===== src/hw/rtl/clx_pkg.sv =====
`timescale 1ns / 1ps
package clx_pkg;

  localparam int POSITION_BITS_DEF = 16;
  localparam int VALUE_BITS_DEF    = 31;
  localparam int QUEUE_DEPTH       = 4;
  localparam int KW_MAX_LEN        = 6;

  typedef enum logic [2:0] {
    MODE_IDLE,
    MODE_WORD,
    MODE_NUMBER,
    MODE_OP,
    MODE_ERROR
  } scan_mode_e;

  typedef enum logic [3:0] {
    KIND_OP,
    KIND_IDENT,
    KIND_NUMBER,
    KIND_RETURN,
    KIND_IF,
    KIND_ELSE,
    KIND_WHILE,
    KIND_FOR,
    KIND_END,
    KIND_ERROR
  } tok_kind_e;

  typedef enum logic [3:0] {
    OP_NONE,
    OP_ADD,
    OP_SUB,
    OP_MUL,
    OP_DIV,
    OP_LPAREN,
    OP_RPAREN,
    OP_LT,
    OP_GT,
    OP_ASSIGN,
    OP_SEMI,
    OP_EQ,
    OP_NE,
    OP_LE,
    OP_GE
  } op_code_e;

  typedef struct packed {
    logic [3:0]                    token_kind;
    logic [3:0]                    op_code;
    logic [POSITION_BITS_DEF-1:0]  start_res;
    logic [POSITION_BITS_DEF-1:0]  length;
    logic [VALUE_BITS_DEF-1:0]     number_value;
    logic                          saturated;
    logic                          last;
  } tok_def_t;

  function automatic op_code_e single_op(input logic [7:0] c);
    unique case (c)
      "+":     single_op = OP_ADD;
      "-":     single_op = OP_SUB;
      "*":     single_op = OP_MUL;
      "/":     single_op = OP_DIV;
      "(":     single_op = OP_LPAREN;
      ")":     single_op = OP_RPAREN;
      "<":     single_op = OP_LT;
      ">":     single_op = OP_GT;
      "=":     single_op = OP_ASSIGN;
      ";":     single_op = OP_SEMI;
      default: single_op = OP_NONE;
    endcase
  endfunction

  function automatic op_code_e pair_op(input logic [7:0] c);
    unique case (c)
      "=":     pair_op = OP_EQ;
      "!":     pair_op = OP_NE;
      "<":     pair_op = OP_LE;
      default: pair_op = OP_GE;
    endcase
  endfunction

  // The length argument is zero when the word is too long to be a keyword.
  function automatic tok_kind_e kw_kind(input logic [KW_MAX_LEN-1:0][7:0] w,
                                        input logic [2:0] n);
    kw_kind = KIND_IDENT;
    if (n == 3'd2 && w[0] == "i" && w[1] == "f") begin
      kw_kind = KIND_IF;
    end
    if (n == 3'd3 && w[0] == "f" && w[1] == "o" && w[2] == "r") begin
      kw_kind = KIND_FOR;
    end
    if (n == 3'd4 && w[0] == "e" && w[1] == "l" && w[2] == "s" && w[3] == "e") begin
      kw_kind = KIND_ELSE;
    end
    if (n == 3'd5 && w[0] == "w" && w[1] == "h" && w[2] == "i" && w[3] == "l" &&
        w[4] == "e") begin
      kw_kind = KIND_WHILE;
    end
    if (n == 3'd6 && w[0] == "r" && w[1] == "e" && w[2] == "t" && w[3] == "u" &&
        w[4] == "r" && w[5] == "n") begin
      kw_kind = KIND_RETURN;
    end
  endfunction

endpackage


===== src/hw/rtl/clx_in_if.sv =====
`timescale 1ns / 1ps
interface clx_in_if;
  logic       valid;
  logic       ready;
  logic [7:0] ch;
  logic       is_end;

  modport source (output valid, output ch, output is_end, input ready);
  modport sink (input valid, input ch, input is_end, output ready);
endinterface


===== src/hw/rtl/clx_tok_if.sv =====
`timescale 1ns / 1ps
interface clx_tok_if #(
  parameter int PosBits = 16,
  parameter int ValBits = 31
);
  logic               valid;
  logic               ready;
  logic [3:0]         token_kind;
  logic [3:0]         op_code;
  logic [PosBits-1:0] start_res;
  logic [PosBits-1:0] length;
  logic [ValBits-1:0] number_value;
  logic               saturated;
  logic               last;

  modport source (output valid, output token_kind, output op_code, output start_res,
                  output length, output number_value, output saturated, output last,
                  input ready);
  modport sink (input valid, input token_kind, input op_code, input start_res,
                input length, input number_value, input saturated, input last,
                output ready);
endinterface


===== src/hw/rtl/clx_front.sv =====
`timescale 1ns / 1ps
module clx_front import clx_pkg::*; #(
  parameter int  PosBits = POSITION_BITS_DEF,
  parameter int  ValBits = VALUE_BITS_DEF,
  parameter type tok_t   = tok_def_t
) (
  input  logic     clk_i,
  input  logic     rst_ni,
  clx_in_if.sink   src_i,
  input  logic     queue_room_i,
  output tok_t     tok_a_o,
  output logic     tok_a_vld_o,
  output tok_t     tok_b_o,
  output logic     tok_b_vld_o
);

  scan_mode_e                         mode_q, mode_d;
  logic [PosBits-1:0]                 pos_q, pos_d;
  logic [PosBits-1:0]                 start_q, start_d;
  logic [PosBits-1:0]                 len_q, len_d;
  logic [KW_MAX_LEN-1:0][7:0]         wbytes_q, wbytes_d;
  logic [ValBits-1:0]                 acc_q, acc_d;
  logic                               ovf_q, ovf_d;
  logic [7:0]                         pend_q, pend_d;

  logic               fire, is_end;
  logic [7:0]         ch;
  logic               is_letter, is_digit, is_space, is_cmp;
  op_code_e           sop;
  logic               op_pair, op_bang, restart;
  logic [PosBits-1:0] len_inc;
  logic [2:0]         kw_len;
  logic [ValBits+3:0] prod;

  assign src_i.ready = queue_room_i;
  assign fire        = src_i.valid && queue_room_i;
  assign is_end      = src_i.is_end;
  assign ch          = src_i.ch;

  assign is_letter = (ch >= "a" && ch <= "z") || (ch >= "A" && ch <= "Z") || ch == "_";
  assign is_digit  = ch >= "0" && ch <= "9";
  assign is_space  = ch == " " || (ch >= 8'd9 && ch <= 8'd13);
  assign is_cmp    = ch == "<" || ch == ">" || ch == "=" || ch == "!";
  assign sop       = single_op(ch);

  assign op_pair = mode_q == MODE_OP && ch == "=";
  assign op_bang = mode_q == MODE_OP && !op_pair && pend_q == "!";
  assign restart = !is_end &&
                   (mode_q == MODE_IDLE ||
                    (mode_q == MODE_WORD && !is_letter) ||
                    (mode_q == MODE_NUMBER && !is_digit) ||
                    (mode_q == MODE_OP && !op_pair && !op_bang));

  assign len_inc = (len_q == '1) ? len_q : len_q + PosBits'(1);
  assign kw_len  = (len_q <= PosBits'(KW_MAX_LEN)) ? len_q[2:0] : 3'd0;
  assign prod    = ({4'b0, acc_q} << 3) + ({4'b0, acc_q} << 1) + (ValBits+4)'(ch[3:0]);

  always_comb begin : next_state
    mode_d = mode_q;
    if (fire) begin
      if (is_end) begin
        mode_d = MODE_IDLE;
      end else if (op_pair) begin
        mode_d = MODE_IDLE;
      end else if (op_bang || mode_q == MODE_ERROR) begin
        mode_d = MODE_ERROR;
      end else if (restart) begin
        if (is_space) begin
          mode_d = MODE_IDLE;
        end else if (is_letter) begin
          mode_d = MODE_WORD;
        end else if (is_digit) begin
          mode_d = MODE_NUMBER;
        end else if (is_cmp) begin
          mode_d = MODE_OP;
        end else if (sop != OP_NONE) begin
          mode_d = MODE_IDLE;
        end else begin
          mode_d = MODE_ERROR;
        end
      end
    end
  end

  always_comb begin : datapath_next
    pos_d    = pos_q;
    start_d  = start_q;
    len_d    = len_q;
    wbytes_d = wbytes_q;
    acc_d    = acc_q;
    ovf_d    = ovf_q;
    pend_d   = pend_q;
    if (fire) begin
      pos_d = is_end ? '0 : pos_q + PosBits'(1);
      if (!is_end && mode_q == MODE_WORD && is_letter) begin
        if (len_q < PosBits'(KW_MAX_LEN)) begin
          wbytes_d[len_q[2:0]] = ch;
        end
        len_d = len_inc;
      end
      if (!is_end && mode_q == MODE_NUMBER && is_digit) begin
        if (prod[ValBits+3:ValBits] != 4'd0) begin
          acc_d = '1;
          ovf_d = 1'b1;
        end else begin
          acc_d = prod[ValBits-1:0];
        end
        len_d = len_inc;
      end
      if (restart && is_letter) begin
        start_d     = pos_q;
        len_d       = PosBits'(1);
        wbytes_d    = '0;
        wbytes_d[0] = ch;
      end
      if (restart && is_digit) begin
        start_d = pos_q;
        len_d   = PosBits'(1);
        acc_d   = ValBits'(ch[3:0]);
        ovf_d   = 1'b0;
      end
      if (restart && is_cmp) begin
        start_d = pos_q;
        pend_d  = ch;
      end
    end
  end

  always_comb begin : token_out
    tok_a_o     = '0;
    tok_b_o     = '0;
    tok_a_vld_o = 1'b0;
    tok_b_vld_o = 1'b0;
    unique case (mode_q)
      MODE_WORD: begin
        if (is_end || !is_letter) begin
          tok_a_vld_o        = 1'b1;
          tok_a_o.token_kind = (is_end || !is_digit) ? kw_kind(wbytes_q, kw_len) : KIND_IDENT;
          tok_a_o.start_res  = start_q;
          tok_a_o.length     = len_q;
        end
      end
      MODE_NUMBER: begin
        if (is_end || !is_digit) begin
          tok_a_vld_o          = 1'b1;
          tok_a_o.token_kind   = KIND_NUMBER;
          tok_a_o.start_res    = start_q;
          tok_a_o.length       = len_q;
          tok_a_o.number_value = acc_q;
          tok_a_o.saturated    = ovf_q;
        end
      end
      MODE_OP: begin
        tok_a_vld_o       = 1'b1;
        tok_a_o.start_res = start_q;
        tok_a_o.length    = PosBits'(1);
        if (!is_end && op_pair) begin
          tok_a_o.token_kind = KIND_OP;
          tok_a_o.op_code    = pair_op(pend_q);
          tok_a_o.length     = PosBits'(2);
        end else if (pend_q == "!") begin
          tok_a_o.token_kind = KIND_ERROR;
        end else begin
          tok_a_o.token_kind = KIND_OP;
          tok_a_o.op_code    = single_op(pend_q);
        end
      end
      default: ;
    endcase

    if (is_end) begin
      tok_b_vld_o        = 1'b1;
      tok_b_o.token_kind = KIND_END;
      tok_b_o.start_res  = pos_q;
      tok_b_o.last       = 1'b1;
    end else if (restart && !is_space && !is_letter && !is_digit && !is_cmp) begin
      tok_b_vld_o       = 1'b1;
      tok_b_o.start_res = pos_q;
      tok_b_o.length    = PosBits'(1);
      if (sop != OP_NONE) begin
        tok_b_o.token_kind = KIND_OP;
        tok_b_o.op_code    = sop;
      end else begin
        tok_b_o.token_kind = KIND_ERROR;
      end
    end

    tok_a_vld_o = tok_a_vld_o && fire;
    tok_b_vld_o = tok_b_vld_o && fire;
  end

  always_ff @(posedge clk_i or negedge rst_ni) begin
    if (!rst_ni) begin
      mode_q   <= MODE_IDLE;
      pos_q    <= '0;
      start_q  <= '0;
      len_q    <= '0;
      wbytes_q <= '0;
      acc_q    <= '0;
      ovf_q    <= 1'b0;
      pend_q   <= '0;
    end else begin
      mode_q   <= mode_d;
      pos_q    <= pos_d;
      start_q  <= start_d;
      len_q    <= len_d;
      wbytes_q <= wbytes_d;
      acc_q    <= acc_d;
      ovf_q    <= ovf_d;
      pend_q   <= pend_d;
    end
  end

endmodule


===== src/hw/rtl/clx_queue.sv =====
`timescale 1ns / 1ps
module clx_queue import clx_pkg::*; #(
  parameter type tok_t = tok_def_t
) (
  input  logic      clk_i,
  input  logic      rst_ni,
  input  tok_t      tok_a_i,
  input  logic      tok_a_vld_i,
  input  tok_t      tok_b_i,
  input  logic      tok_b_vld_i,
  output logic      room_o,
  clx_tok_if.source tok_o
);

  localparam int PtrBits = $clog2(QUEUE_DEPTH);
  localparam int CntBits = $clog2(QUEUE_DEPTH + 1);

  tok_t               mem_q [QUEUE_DEPTH];
  logic [PtrBits-1:0] wr_q, wr_d, rd_q, rd_d, wr_next;
  logic [CntBits-1:0] cnt_q, cnt_d;
  logic [1:0]         push_n;
  logic               pop;
  logic               out_vld_q, out_vld_d;
  tok_t               out_q;

  function automatic logic [PtrBits-1:0] ptr_inc(input logic [PtrBits-1:0] p);
    ptr_inc = (p == PtrBits'(QUEUE_DEPTH - 1)) ? '0 : p + PtrBits'(1);
  endfunction

  assign room_o  = cnt_q <= CntBits'(QUEUE_DEPTH - 2);
  assign push_n  = {1'b0, tok_a_vld_i} + {1'b0, tok_b_vld_i};
  assign pop     = (cnt_q != '0) && (!out_vld_q || tok_o.ready);
  assign wr_next = ptr_inc(wr_q);

  always_comb begin
    wr_d = wr_q;
    if (push_n == 2'd1) begin
      wr_d = wr_next;
    end else if (push_n == 2'd2) begin
      wr_d = ptr_inc(wr_next);
    end
    rd_d      = pop ? ptr_inc(rd_q) : rd_q;
    cnt_d     = cnt_q + CntBits'(push_n) - CntBits'(pop);
    out_vld_d = pop ? 1'b1 : (tok_o.ready ? 1'b0 : out_vld_q);
  end

  always_ff @(posedge clk_i) begin
    if (tok_a_vld_i) begin
      mem_q[wr_q] <= tok_a_i;
    end
    if (tok_b_vld_i) begin
      mem_q[tok_a_vld_i ? wr_next : wr_q] <= tok_b_i;
    end
    if (pop) begin
      out_q <= mem_q[rd_q];
    end
  end

  always_ff @(posedge clk_i or negedge rst_ni) begin
    if (!rst_ni) begin
      wr_q      <= '0;
      rd_q      <= '0;
      cnt_q     <= '0;
      out_vld_q <= 1'b0;
    end else begin
      wr_q      <= wr_d;
      rd_q      <= rd_d;
      cnt_q     <= cnt_d;
      out_vld_q <= out_vld_d;
    end
  end

  assign tok_o.valid        = out_vld_q;
  assign tok_o.token_kind   = out_q.token_kind;
  assign tok_o.op_code      = out_q.op_code;
  assign tok_o.start_res    = out_q.start_res;
  assign tok_o.length       = out_q.length;
  assign tok_o.number_value = out_q.number_value;
  assign tok_o.saturated    = out_q.saturated;
  assign tok_o.last         = out_q.last;

endmodule


===== src/hw/rtl/c_subset_lexer_top.sv =====
// Accepts one source byte per cycle while the queue has room; the lexer advances per byte.
// A token is queued with its closing byte, then reaches the output register after older ones.
// A byte may release two tokens; they wait in a four-entry token queue, and input ready
// drops while more than two tokens are queued, so input pace follows output draining.
// Reset is asynchronous and active low and clears the lexer state and the queue.
// The end marker returns the lexer to idle mode and position zero after the end token.
`timescale 1ns / 1ps
module c_subset_lexer_top import clx_pkg::*; #(
  parameter int POSITION_BITS = POSITION_BITS_DEF,
  parameter int VALUE_BITS    = VALUE_BITS_DEF
) (
  input  logic      clk_i,
  input  logic      rst_ni,
  clx_in_if.sink    src_i,
  clx_tok_if.source tok_o
);

  typedef struct packed {
    logic [3:0]               token_kind;
    logic [3:0]               op_code;
    logic [POSITION_BITS-1:0] start_res;
    logic [POSITION_BITS-1:0] length;
    logic [VALUE_BITS-1:0]    number_value;
    logic                     saturated;
    logic                     last;
  } tok_t;

  tok_t tok_a, tok_b;
  logic tok_a_vld, tok_b_vld;
  logic queue_room;

  clx_front #(
    .PosBits (POSITION_BITS),
    .ValBits (VALUE_BITS),
    .tok_t   (tok_t)
  ) u_front (
    .clk_i        (clk_i),
    .rst_ni       (rst_ni),
    .src_i        (src_i),
    .queue_room_i (queue_room),
    .tok_a_o      (tok_a),
    .tok_a_vld_o  (tok_a_vld),
    .tok_b_o      (tok_b),
    .tok_b_vld_o  (tok_b_vld)
  );

  clx_queue #(
    .tok_t (tok_t)
  ) u_queue (
    .clk_i       (clk_i),
    .rst_ni      (rst_ni),
    .tok_a_i     (tok_a),
    .tok_a_vld_i (tok_a_vld),
    .tok_b_i     (tok_b),
    .tok_b_vld_i (tok_b_vld),
    .room_o      (queue_room),
    .tok_o       (tok_o)
  );

endmodule


===== src/flat_wrapper.sv =====
// flat-port wrapper written by rule: the top's interface ports become plain ports
module c_subset_lexer_top_flat import clx_pkg::*;
#(
  parameter int POSITION_BITS = POSITION_BITS_DEF,
  parameter int VALUE_BITS    = VALUE_BITS_DEF
)
  (clk_i, rst_ni, src_i_valid, src_i_ch, src_i_is_end, src_i_ready, tok_o_valid, tok_o_token_kind, tok_o_op_code, tok_o_start_res, tok_o_length, tok_o_number_value, tok_o_saturated, tok_o_last, tok_o_ready);
  clx_in_if src_i_i ();
  clx_tok_if tok_o_i ();
  input  logic clk_i;
  input  logic rst_ni;
  input wire logic [$bits(src_i_i.valid)-1:0] src_i_valid;
  input wire logic [$bits(src_i_i.ch)-1:0] src_i_ch;
  input wire logic [$bits(src_i_i.is_end)-1:0] src_i_is_end;
  output wire logic [$bits(src_i_i.ready)-1:0] src_i_ready;
  output wire logic [$bits(tok_o_i.valid)-1:0] tok_o_valid;
  output wire logic [$bits(tok_o_i.token_kind)-1:0] tok_o_token_kind;
  output wire logic [$bits(tok_o_i.op_code)-1:0] tok_o_op_code;
  output wire logic [$bits(tok_o_i.start_res)-1:0] tok_o_start_res;
  output wire logic [$bits(tok_o_i.length)-1:0] tok_o_length;
  output wire logic [$bits(tok_o_i.number_value)-1:0] tok_o_number_value;
  output wire logic [$bits(tok_o_i.saturated)-1:0] tok_o_saturated;
  output wire logic [$bits(tok_o_i.last)-1:0] tok_o_last;
  input wire logic [$bits(tok_o_i.ready)-1:0] tok_o_ready;
  assign src_i_i.valid = src_i_valid;
  assign src_i_i.ch = src_i_ch;
  assign src_i_i.is_end = src_i_is_end;
  assign src_i_ready = src_i_i.ready;
  assign tok_o_valid = tok_o_i.valid;
  assign tok_o_token_kind = tok_o_i.token_kind;
  assign tok_o_op_code = tok_o_i.op_code;
  assign tok_o_start_res = tok_o_i.start_res;
  assign tok_o_length = tok_o_i.length;
  assign tok_o_number_value = tok_o_i.number_value;
  assign tok_o_saturated = tok_o_i.saturated;
  assign tok_o_last = tok_o_i.last;
  assign tok_o_i.ready = tok_o_ready;
  c_subset_lexer_top #(.POSITION_BITS(POSITION_BITS), .VALUE_BITS(VALUE_BITS)) u_core (.clk_i(clk_i), .rst_ni(rst_ni), .src_i(src_i_i), .tok_o(tok_o_i));
endmodule

===== config.mk =====
export PLATFORM = sky130hd
export DESIGN_NAME = c_subset_lexer_top_flat
export DESIGN_NICKNAME = d
export VERILOG_FILES = /design/src/hw/rtl/clx_pkg.sv /design/src/hw/rtl/clx_in_if.sv /design/src/hw/rtl/clx_tok_if.sv /design/src/hw/rtl/clx_front.sv /design/src/hw/rtl/clx_queue.sv /design/src/hw/rtl/c_subset_lexer_top.sv /design/src/flat_wrapper.sv
export SDC_FILE = /design/constraint.sdc
export NUM_CORES = 1
export LEC_CHECK = 0
export CORE_MARGIN = 3
export CORE_UTILIZATION = 25
export DETAILED_ROUTE_END_ITERATION = 6
export DONT_BUFFER_PORTS = 1
export GPL_TIMING_DRIVEN = 1
export PLACE_DENSITY = 0.45
export SYNTH_ARGS = -nofsm -noshare
export SYNTH_HDL_FRONTEND = slang
export SYNTH_SLANG_ARGS = --single-unit

===== constraint.sdc =====
create_clock -name clk_i -period 5.95 [get_ports clk_i]
set_clock_uncertainty 0.05 [all_clocks]
set_input_delay 0.8925 -clock clk_i [delete_from_list [all_inputs] [get_ports clk_i]]
set_output_delay 0.8925 -clock clk_i [all_outputs]
set_load 0.01 [all_outputs]

Word-level counts from Yosys, hierarchy flattened
Memory sizes are Yosys's and may differ from the RTL's. A register that Yosys moved wholly into a read port is not among the register bits.
Cells that the tools add are included.
{"block": "totals", "register_bits": 147, "mem_bits_rw": 292, "in_bits": 13, "output_inout_bits": 75, "wordCells": 266, "memories": 1}
{"memory": "u_core.u_queue.mem_q", "depth": 4, "width": 73, "rd": 1, "rd_ports_with_merged_regs": 1, "write_ports": 2, "line": "clx_queue.sv:18", "rtl": "tok_t mem_q [QUEUE_DEPTH];"}
{"block": "op_classes", "addsub": 10, "magnitude_cmp": 13, "n_eq_ne": 59, "mux": 77, "n_reduce_logical": 89}
{"op": "$eq A8 B6 Y1 const B", "count": 23}
{"op": "$mux W16", "count": 11}
{"op": "$eq A8 B7 Y1 const B", "count": 21}
{"op": "$mux W48", "count": 3}
{"op": "$pmux W32 S3", "count": 1}
{"op": "$mux W31", "count": 3}
{"op": "$pmux W4 S10", "count": 2}
{"op": "$mux W32", "count": 2}
{"op": "$mux W64", "count": 1}
{"op": "$mux W4", "count": 13}
{"op": "$bwmux W48", "count": 1}
{"op": "$logic_and A1 B1 Y1", "count": 48}
{"op": "$mux W40", "count": 1}
{"op": "$add A34 B32 Y35", "count": 1}
{"op": "$add A35 B4 Y35", "count": 1}
{"op": "$mux W3", "count": 11}
{"op": "$add A16 B1 Y16 const B", "count": 2}
{"op": "$demux W8 S3", "count": 1}
{"op": "$eq A16 B16 Y1 const B", "count": 1}
{"op": "$ge A8 B7 Y1 const B", "count": 2}
{"op": "$le A16 B3 Y1 const B", "count": 1}
{"op": "$le A8 B7 Y1 const B", "count": 2}
{"op": "$lt A16 B3 Y1 const B", "count": 1}
{"op": "$mux W2", "count": 8}
{"op": "29 further kinds", "count": 87}

Logic depth before layout (Yosys ltp)
Gate-level depths: netlist of the first run.
{"block": "logic_depth", "ltp_word": 21, "ltp_mapped": 20, "mapped_depth_nobuf": 15}

Hierarchy
A second synthesis of the first run with hierarchy kept.
{"block": "unflattened", "cells_unflattened": 1951, "area_unflattened_um2": 26706.9}
{"mod": "clx_queue", "n_inst": 1, "cells_per_inst": 843, "area_each_um2": 16915.0, "seq_area_each_um2": 11160.7}
{"mod": "clx_front", "n_inst": 1, "cells_per_inst": 1108, "area_each_um2": 9791.9, "seq_area_each_um2": 3478.3}

Worst setup path before layout of the first run
OpenSTA, ideal clock, no wires.
{"block": "synth_timing", "path_type": "input -> register", "startpoint": "input port tok_o_ready", "endpoint": "register u_core.u_queue.cnt_q[2]", "setup_ns": 0.080, "arrival_time_ns": 6.043, "setup_slack_ns": -0.223, "stages": 8, "path_buffers": 0, "path_cell_list": "inv_1 -> a21oi_1 -> ha_1 -> inv_1 -> ha_1 -> fa_1 -> xnor2_1 -> xnor2_1"}
{"block": "synth_via", "elab_chain_cells": 3}
{"element": "start: declaration", "line": "flat_wrapper.sv:24", "rtl": "input wire logic [$bits(tok_o_i.ready)-1:0] tok_o_ready;"}
{"element": "$logic_or A1 B1 Y1", "line": "clx_queue.sv:32", "rtl": "assign pop = (cnt_q != '0) && (!out_vld_q || tok_o.ready);"}
{"element": "$logic_and A1 B1 Y1", "line": "clx_queue.sv:32"}
{"element": "$sub A3 B1 Y3", "line": "clx_queue.sv:43", "rtl": "cnt_d = cnt_q + CntBits'(push_n) - CntBits'(pop);"}
{"element": "named net u_core.u_queue.cnt_d[2]", "line": "clx_queue.sv:20", "rtl": "logic [CntBits-1:0] cnt_q, cnt_d;"}
{"element": "end signal: assignment", "line": "clx_queue.sv:68", "rtl": "cnt_q <= cnt_d;"}
{"element": "end: declaration", "line": "clx_queue.sv:20"}
The timed path passes the listed nets, and every way through them passes these cells.
A chain may end at the register's enable or synchronous reset.

==> results of run 1 <==
==> synthesized netlist by cell type (34+ instances only) <==
master / count / area share
a21oi_1: 107 / 0.022
a31oi_1: 36 / 0.0094
buf_2: 50 / 0.010
clkbuf_1: 85 / 0.013
dfrtp_1: 147 / 0.15
dfxtp_1: 196 / 0.16
edfxtp_1: 169 / 0.21
ha_1: 74 / 0.039
inv_1: 47 / 0.0074
mux4_2: 73 / 0.069
nand2_1: 151 / 0.024
nand3_1: 95 / 0.020
nor2_1: 181 / 0.028
nor3_1: 34 / 0.0071
o21ai_0: 137 / 0.029
o22ai_1: 74 / 0.019
o2bb2ai_1: 102 / 0.037
==> how the worst max path moves through the flow <==
stage	start	to	slack (ns)	depth (start not counted)
2_1_floorplan	tok_o_ready	u_core.u_queue.cnt_q[2]	1.55	8
3_3_place_gp	src_i_ch[2]	u_core.u_queue.cnt_q[2]	1.06	15
3_5_place_dp	src_i_ch[7]	u_core.u_queue.mem_q[0][61]	0.99	10
4_1_cts	u_core.u_front.pend_q[7]	u_core.u_queue.mem_q[0][61]	1.38	10
5_1_grt	u_core.u_front.pend_q[7]	u_core.u_queue.cnt_q[2]	1.05	15
6_report	u_core.u_front.pend_q[7]	u_core.u_queue.mem_q[0][61]	1.35	10
==> power by group through the flow <==
stage / combinational (mW) / sequential, mW / clock, mW
6_report: 2.09 / 4.65 / 3.61
5_1_grt: 2.31 / 4.73 / 3.86
4_1_cts: 2.11 / 4.68 / 3.73
3_5_place_dp: 2.08 / 4.75 / 0
3_3_place_gp: 2.06 / 4.74 / 0
2_1_floorplan: 1.70 / 4.41 / 0
==> worst max-delay path: cells and delay by family, from the launching register on <==
| family | cells | cell delay, ns |
|---|---|---|
| buffers and inverters | 2 | 0.84 |
| flip-flops | 1 | 0.39 |
| AND/OR/NAND/NOR | 5 | 2.21 |
| AO/OA/AOI/OAI | 3 | 0.92 |
==> registers in the layout, indices dropped and copies added, names as in the netlist, 8 cells and up <==
register                           count
u_core.u_front.acc_q                  31
u_core.u_front.len_q                  16
u_core.u_front.pend_q                  8
u_core.u_front.pos_q                  16
u_core.u_front.start_q                16
u_core.u_front.wbytes_q               48
u_core.u_queue.mem_q                 292
u_core.u_queue.tok_o.length           16
u_core.u_queue.tok_o.number_value     31
u_core.u_queue.tok_o.start_res        16
==> kinds of logic (layout without fill, tap and decap cells) <==
| group | after synthesis | count (layout) |
|---|---|---|
| flip-flops | 512 | 512 |
| AND/OR/NAND/NOR | 615 | 615 |
| adder cells (fa/ha/maj) | 77 | 77 |
| XOR/XNOR | 50 | 50 |
| buffers and inverters | 204 | 186 |
| AO/OA/AOI/OAI | 595 | 595 |
| multiplexers | 101 | 101 |
==> cell type report <==
cell class | instances | area [sq um] | area share
inverter | 49 | 184 | 0.00677
sequential | 512 | 12700 | 0.467
multi-input combinational | 1438 | 10500 | 0.387
tap | 1254 | 1570 | 0.0578
clock inverter | 29 | 292 | 0.0107
clock buffer | 77 | 1640 | 0.0604
timing repair buffer | 31 | 278 | 0.0102
==> placed cells by master (no fill, tap or decap), types with 61 or more instances in the layout <==
| master | count |
|---|---|
| dfxtp_1 | 196 |
| nor2_1 | 181 |
| edfxtp_1 | 169 |
| nand2_1 | 149 |
| dfrtp_1 | 145 |
| o21ai_0 | 137 |
| a21oi_1 | 106 |
| o2bb2ai_1 | 102 |
| nand3_1 | 95 |
| o22ai_1 | 74 |
| ha_1 | 74 |
| mux4_2 | 73 |
| clkbuf_16 | 61 |
==> per-layer routing <==
layer,wire [microns],track usage
met5,0,0
met4,1430,0.0361
met3,3750,0.0254
met2,32400,0.225
met1,31800,0.191
==> what timing repair did <==
| action | CTS | global route |
|---|---|---|
| endpoints found under the setup margin | 0 | 0 |
| hold buffers | 1 | 0 |
| endpoints found under the hold margin | 147 | 0 |
==> metrics by stage <==
step	utilization	total power, mW	hold WS, ns	worst slack (ns)
finish	0.288	10.4	0.147	1.35
global route	0.288	10.9	0.208	1.05
floorplan	-	6.11	0.377	1.55
detailed placement	0.267	6.83	0.391	0.991
global placement	0.267	6.80	0.390	1.06
CTS	0.288	10.5	0.210	1.38
==> results.yml, run 1 <==
sta:
  max_slew_margin: 0.191
  worst_pin_slew_ns: 1.21
  finalHoldViolCount: 0
  setup_tns_ns: 0
  fmax_mhz: 217
  period_needed_ns: 4.60
  min_period_over_period: 0.774
  rsz0062_at_grt: "no"
  slew_viol_final: 0
  finalSetupViolations: 0
place:
  port_buffers: 0
  dp_hpwl_mm: 43.9
  gp_congestion: 0.807
  dpl_cell_area_sq_um: 25200
  placedCellCount: 3283
synth:
  yosys.area_share.simple: 0.128
  synth_xor_xnor_area_share: 0.0183
  synth_cells: 2154
  synth_edf_count: 169
  syn-num-nets: 2244
  synth_top_family_by_area: "compound AO/OA/AOI/OAI gates"
  synthMuxAreaShare: 0.0829
  ys_async_sr_fraction: 0.287
  ys.flop_type: "dfxtp_1"
  synth_compound_gate_area_share: 0.165
  synth_area_per_cell_sq_um: 11.1
  synth_cell_types: 98
  synthesis.area_sq_um: 24000
  synth_fa_ha_area_frac: 0.0411
  synth_seq_cells: 512
  ys_warn_count: 0
  ys_seq_area_frac: 0.528
power:
  irDropWorstVdd_mv: 0.238
  switching_share: 0.326
  pwr-share-clk: 0.349
  p_switching_mw: 3.37
  p_comb_frac: 0.202
  power.density_nw_per_um2: 381
  p_int_mw: 6.98
  seqPwrFrac: 0.449
  p_leak_nw: 9.72
clocking:
  numCtsBuffers: 56
  postCtsResizedCells: 0
  cts_tree: "done"
  cts_root_buf: "clkbuf_16"
  postCtsSetupBuffers: 0
  insertion_delay_ns: 0.66
  clkSlewWorstSetupHoldPaths_ns: 0.06
  cts_num_sinks: 512
  h-tree-depth: 2
  max-clock-path-buffers: 3
layout:
  nFillCells: 9709
  fin_nets: 2178
  area_growth_pct: 13.2
  final_cells: 3390
  layout-drive-gt1-share: 0.121
  diodes: 0
  finalInstanceArea_sq_um: 27100
floorplanning:
  dieArea_sq_um: 99700
  die_y_microns: 316
  core_sq_um: 94200
  die-width_microns: 316
  pin_count: 88
  start_util: 0.255
  rows: 112
grt:
  grt-ovfl-total: 0
  grt_use_total: 0.139
  grt_antenna_before_repair: 0
  grt_pass1_vias: 17500
  grt_max_degree: 148
  grt_first_pass_wirelength_mm: 108
drt:
  drt_iter0_markers: 1295
  viasPerCell: 5.08
  drc: 0
  ant_nets: 0
  wl_per_cell_microns: 20.5
  vias: 17200
  firstDrtPassIters: 7
  drt-total-wl_mm: 69.4
worst_setup_path:
  critPathKind: "register to register"
  r2r_slack_ns: 1.35
  path_max_fanout: 24
  rr_worst_depth: 10
  critPathSlowestCell: "nand3_2"
  crit-reg2reg-capture: "u_core.u_queue.mem_q[0][61]"
  cpPeakStageDelay_ns: 0.63
  r2r-start: "u_core.u_front.pend_q[7]"
  path_cells: "or3b_1, nor4b_4, or3b_1, nand3_1, a21o_1, o211ai_2, buf_4, nand3_2, buf_4, o22ai_1"
  critical_path.endpoint_type: "register"
  arrival_ns: 5.05
  start_kind: "register"
  required_ns: 6.40
flow_run:
  max_cap_violations: 0
run_status:
  status: "finished, final reports clean"
worst_hold_path:
  hp-class: "primary input to async pin"
Note: power is estimated with default switching activity, not from simulation.
==> inputs of run 2 (changes only) <==
--- a/config.mk
+++ b/config.mk
@@ -10,7 +10,7 @@
 export DETAILED_ROUTE_END_ITERATION = 6
 export DONT_BUFFER_PORTS = 1
 export GPL_TIMING_DRIVEN = 1
-export PLACE_DENSITY = 0.45
+export PLACE_DENSITY = 0.43
 export SYNTH_ARGS = -nofsm -noshare
 export SYNTH_HDL_FRONTEND = slang
 export SYNTH_SLANG_ARGS = --single-unit
==> constraint.sdc (replaced) <==
create_clock -name clk_i -period 4.69 [get_ports clk_i]
set_clock_uncertainty 0.05 [all_clocks]
set_input_delay 0.7035 -clock clk_i [delete_from_list [all_inputs] [get_ports clk_i]]
set_output_delay 0.7035 -clock clk_i [all_outputs]
set_load 0.01 [all_outputs]
==> results.yml, run 2 (synthesis gave the netlist of run 1 again) <==
grt:
  grt_max_degree: 148
  grt-ovfl-total: 0
  grt_antenna_before_repair: 0
  grt_use_total: 0.142
  grt_pass1_vias: 17400
  grt_first_pass_wirelength_mm: 109
sta:
  setup_tns_ns: 0
  worst_pin_slew_ns: 1.22
  rsz0062_at_grt: "no"
  min_period_over_period: 0.865
  holdWs_ns: -0.0173
  slew_viol_final: 0
  period_needed_ns: 4.06
  max_slew_margin: 0.183
  fmax_mhz: 247
  finalSetupViolations: 0
  finalHoldViolCount: 1
worst_setup_path:
  critPathKind: "register to register"
  start_kind: "register"
  required_ns: 5.20
  cpPeakStageDelay_ns: 0.42
  critPathSlowestCell: "or3b_1"
  path_cells: "or3b_1, nor4b_4, or3b_1, nand3_1, a21o_1, nand2_1, inv_1, ha_1, inv_1, ha_1, inv_1, ha_1, fa_1, xnor2_1, xnor2_1"
  arrival_ns: 4.57
  path_max_fanout: 11
  critical_path.endpoint_type: "register"
clocking:
  cts_root_buf: "clkbuf_16"
  numCtsBuffers: 58
  h-tree-depth: 2
  cts_num_sinks: 512
  cts_tree: "done"
  max-clock-path-buffers: 3
  clkSlewWorstSetupHoldPaths_ns: 0.06
  insertion_delay_ns: 0.64
place:
  gp_congestion: 0.806
  port_buffers: 0
  dpl_cell_area_sq_um: 25300
  dp_hpwl_mm: 44.6
  placedCellCount: 3292
layout:
  top_register: "u_core.u_queue.mem_q"
  diodes: 0
  final_cells: 3403
  most-common-layout-cells: "196 x dfxtp_1, 181 x nor2_1, 169 x edfxtp_1"
  nFillCells: 9736
  area_growth_pct: 13.9
  utilization: 0.290
  finalInstanceArea_sq_um: 27300
  layout-drive-gt1-share: 0.125
  biggestRegsByFlops: "u_core.u_queue.mem_q (292), u_core.u_front.wbytes_q (48)"
  final_common_cell: "dfxtp_1"
  fin_nets: 2189
  largest_register_ffs: 292
floorplanning:
  die-width_microns: 316
  pin_count: 88
  rows: 112
  start_util: 0.255
  core_sq_um: 94200
  dieArea_sq_um: 99700
  die_y_microns: 316
worst_hold_path:
  hp-class: "primary input to async pin"
drt:
  drt-total-wl_mm: 71.2
  viasPerCell: 5.06
  drt_iter0_markers: 1322
  drc: 0
  firstDrtPassIters: 5
  vias: 17200
  wl_per_cell_microns: 20.9
  ant_nets: 0
run_status:
  status: "finished, violations left"
  failed_checks: "hold timing"
power:
  p_leak_nw: 9.79
  finalPower_mw: 13.4
  power.density_nw_per_um2: 489
  irDropWorstVdd_mv: 0.299
flow_run:
  max_cap_violations: 0
-- run 2: cell count changes in the layout (fill, tap and decap cells not counted), sizes merged --
cell,change
buf,+9
bufinv,+4
clkbuf,-1
clkinv,-3
clkinvlp,+5
inv,-1
-- run 2: per-stage QoR --
step | setup slack [ns] | hold WS [ns]
floorplan | 0.479 | 0.358
global placement | 0.382 | 0.386
detailed placement | 0.368 | 0.386
CTS | 0.627 | 0.0405
global route | 0.336 | 0.0331
finish | 0.634 | -0.0173
-- run 2: what timing repair did --
| action | CTS | global route |
|---|---|---|
| resized for setup | 0 | 0 |
| hold endpoints to repair | 147 | 0 |
| setup buffers | 0 | 0 |
| hold buffers | 1 | 0 |
-- run 2: path summary, 6_finish.rpt --
kind / depth (start not counted) / from / end / slack, ns
min in group clk_i: 1 / tok_o_ready / u_core.u_queue.tok_o.valid / 0.10
setup / recovery: 15 / u_core.u_front.pend_q[7] / u_core.u_queue.cnt_q[2] / 0.63
max in group asynchronous: 1 / rst_ni / u_core.u_queue.rd_q[1] / 3.75
hold / removal: 1 / rst_ni / u_core.u_queue.tok_o.valid / -0.02
hold reg to reg: 1 / u_core.u_queue.mem_q[1][44] / u_core.u_queue.mem_q[1][44] / 0.41
setup reg to reg: 15 / u_core.u_front.pend_q[7] / u_core.u_queue.cnt_q[2] / 0.63
-- run 2: layer usage --
layer	up-vias	global-route usage	routed length [microns]
li1	8019	-	-
met1	8712	0.195	33300
met2	382	0.225	32400
met3	95	0.0258	3450
met4	0	0.0451	2010
met5	-	0	0
-- run 2: worst max-delay path, delay by kind of cell (launching register included) --
family | cells | cell delay (ns)
flops | 1 | 0.38
simple gates | 5 | 1.62
compound gates | 1 | 0.28
buf+inv | 3 | 0.15
xor+xnor | 2 | 0.38
fa+ha+maj | 4 | 1.11
-- run 2: where the power goes --
group          internal (mW)  total (mW)  leakage (nW)  switching (mW)
Combinational           1.07        2.69          3.72            1.61
Sequential              5.18        5.91          5.10           0.731
Clock                   2.81        4.77         0.970            1.96
Total                   9.05        13.4          9.79            4.31
-- run 2: layout make-up --
type,count,area [sq um],area share
clock inverters,34,404,0.0148
well taps,1254,1570,0.0574
inverters,49,184,0.00673
multi-input cells,1438,10500,0.384
repair buffers,40,383,0.0140
flip-flops and latches,512,12700,0.464
clock buffers,76,1600,0.0585
==> inputs of run 3 (changes only) <==
--- a/config.mk
+++ b/config.mk
@@ -13,4 +13,5 @@
 export PLACE_DENSITY = 0.43
 export SYNTH_ARGS = -nofsm -noshare
 export SYNTH_HDL_FRONTEND = slang
+export SYNTH_HIERARCHICAL = 1
 export SYNTH_SLANG_ARGS = --single-unit
==> results.yml, run 3 <==
drt:
  drt-total-wl_mm: 73.2
  drt_iter0_markers: 977
  viasPerCell: 4.72
  wl_per_cell_microns: 21.6
  drc: 0
  ant_nets: 0
  vias: 16000
  firstDrtPassIters: 5
clocking:
  max-clock-path-buffers: 3
  postCtsResizedCells: 0
  cts_hold_buf: 1
  h-tree-depth: 2
  numCtsBuffers: 60
  cts_num_sinks: 512
  cts_tree: "done"
  clkSlewWorstSetupHoldPaths_ns: 0.06
  cts_root_buf: "clkbuf_16"
  postCtsSetupBuffers: 0
  insertion_delay_ns: 0.63
worst_setup_path:
  path_cells: "fa_1, fa_1, a21oi_1, o211ai_1, a311oi_2, o21ai_1, a31oi_1, o21ai_0, mux2i_1, o311a_1, buf_12, a31oi_1"
  critPathSlowestCell: "fa_1"
  cpPeakStageDelay_ns: 0.55
  critical_path.endpoint_type: "register"
  crit-reg2reg-capture: "u_core/u_front/acc_q[26]"
  rr_worst_depth: 12
  r2r_slack_ns: 0.62
  start_kind: "register"
  r2r-start: "u_core/u_front/acc_q[0]"
  path_max_fanout: 32
  required_ns: 5.12
  critPathKind: "register to register"
  arrival_ns: 4.50
synth:
  synth_area_leader_cell: "edfxtp_1"
  synth_top_area_share: 0.410
  synth_edf_count: 365
  ys_seq_area_frac: 0.548
  synthesis.area_sq_um: 26700
  synth_seq_cells: 512
  synth_cell_types: 81
  ys_warn_count: 6
  ys_async_sr_fraction: 0.287
  ys_top_cells_by_count: "365 x edfxtp_1, 252 x mux2_1, 147 x dfrtp_1"
  ys_top_cells_by_area: "edfxtp_1 41%, dfrtp_1 14%, mux2_1 11%"
  synth_cells: 1951
  ys.flop_type: "edfxtp_1"
  synth_area_per_cell_sq_um: 13.7
  synthMostInstantiatedCell: "edfxtp_1"
grt:
  grt_pass1_vias: 16900
  grt_first_pass_wirelength_mm: 111
  grt-ovfl-total: 0
  use_met2: 0.216
  grt_use_met1: 0.177
  grt_use_total: 0.131
  grt_antenna_before_repair: 1
  grt_max_degree: 148
  gr-usage-met3: 0.0268
  busiest_layer: "met2"
floorplanning:
  start_util: 0.253
  rows: 119
  core_sq_um: 106000
  dieArea_sq_um: 111000
  pin_count: 88
  die-width_microns: 333
  die_y_microns: 333
power:
  power.density_nw_per_um2: 493
  p_leak_nw: 11.9
  irDropWorstVdd_mv: 0.338
  finalPower_mw: 14.9
layout:
  most-common-layout-cells: "365 x edfxtp_1, 252 x mux2_1, 145 x dfrtp_1"
  area_growth_pct: 13.1
  fin_nets: 2037
  final_cells: 3392
  top_register: "u_core/u_queue/mem_q"
  biggestRegsByFlops: "u_core/u_queue/mem_q (292), u_core/u_front/wbytes_q (48)"
  layout-drive-gt1-share: 0.155
  final_common_cell: "edfxtp_1"
  finalInstanceArea_sq_um: 30200
  utilization: 0.286
  largest_register_ffs: 292
place:
  gp_congestion: 0.851
  placedCellCount: 3275
  port_buffers: 0
  dp_hpwl_mm: 46.3
  dpl_cell_area_sq_um: 28200
  dpl_worst_slack_ns: 0.441
sta:
  finalHoldViolCount: 0
  finalSetupViolations: 0
  setup_tns_ns: 0
  slew_viol_final: 0
  fmax_mhz: 246
  min_period_over_period: 0.868
  worst_slack_ns: 0.620
  worst_pin_slew_ns: 1.10
  max_slew_margin: 0.266
  holdWs_ns: 0.00528
  rsz0062_at_grt: "no"
  period_needed_ns: 4.07
run_status:
  status: "finished, final reports clean"
worst_hold_path:
  hp-class: "primary input to async pin"
flow_run:
  max_cap_violations: 0
-- run 3: cell count changes after synthesis, moves of 55 or more --
cell       before  now
o21ai_0       137   77
nor2_1        181   86
buf_4           1   56
o2bb2ai_1     102    0
o22ai_1        74    2
mux2_1          0  252
nand3_1        95   28
nand2_1       151   87
dfxtp_1       196    0
edfxtp_1      169  365
-- run 3: cell type report --
cell class	count	area, sq um
repair buffers	48	568
clock buffers	90	1730
diodes	2	5.00
fillers	10700	75500
clock inverters	24	233
multi-input cells	1298	11200
inverters	27	101
flip-flops and latches	512	14600
well taps	1391	1740
-- run 3: critical path: cells and delay by family, from the launching register on --
family,cells,cell delay (ns)
multiplexers,1,0.17
AO/OA/AOI/OAI,8,1.93
adder cells (fa/ha/maj),2,1.03
buffers and inverters,1,0.21
flip-flops,1,0.49
-- run 3: how the worst max path moves through the flow --
| stage | from | end | slack, ns | cells past startpoint |
|---|---|---|---|---|
| final | u_core/u_front/acc_q[0] | u_core/u_front/acc_q[26] | 0.62 | 12 |
| after global routing | u_core/u_front/pend_q[2] | u_core/u_queue/cnt_q[2] | 0.34 | 17 |
| after CTS | u_core/u_front/acc_q[0] | u_core/u_front/acc_q[20] | 0.62 | 12 |
| after detailed placement | src_i_ch[3] | u_core/u_front/acc_q[14] | 0.44 | 12 |
| after global placement | src_i_ch[7] | u_core/u_queue/cnt_q[2] | 0.51 | 18 |
| after floorplan | src_i_ch[5] | u_core/u_queue/mem_q[1][0] | 0.04 | 14 |
-- run 3: cells by family after synthesis --
kind of cell    after synthesis  synth area share
buf+inv                     190            0.0435
mux                         397             0.198
xor+xnor                     52            0.0171
fa+ha+maj                    77            0.0369
other cells                   1          0.000140
flops                       512             0.548
simple gates                430            0.0860
compound gates              292            0.0702
-- run 3: routing by layer --
layer	share of wire	wire [microns]
met5	0	0
met4	0.018	1350
met3	0.051	3770
met2	0.47	34600
met1	0.46	33500
-- run 3: report_power, final --
group,total [mW],switching (mW),leakage (nW),internal (mW)
logic,3.67,2.11,5.45,1.56
registers,6.55,0.807,5.52,5.74
clock network,4.68,1.93,0.958,2.75
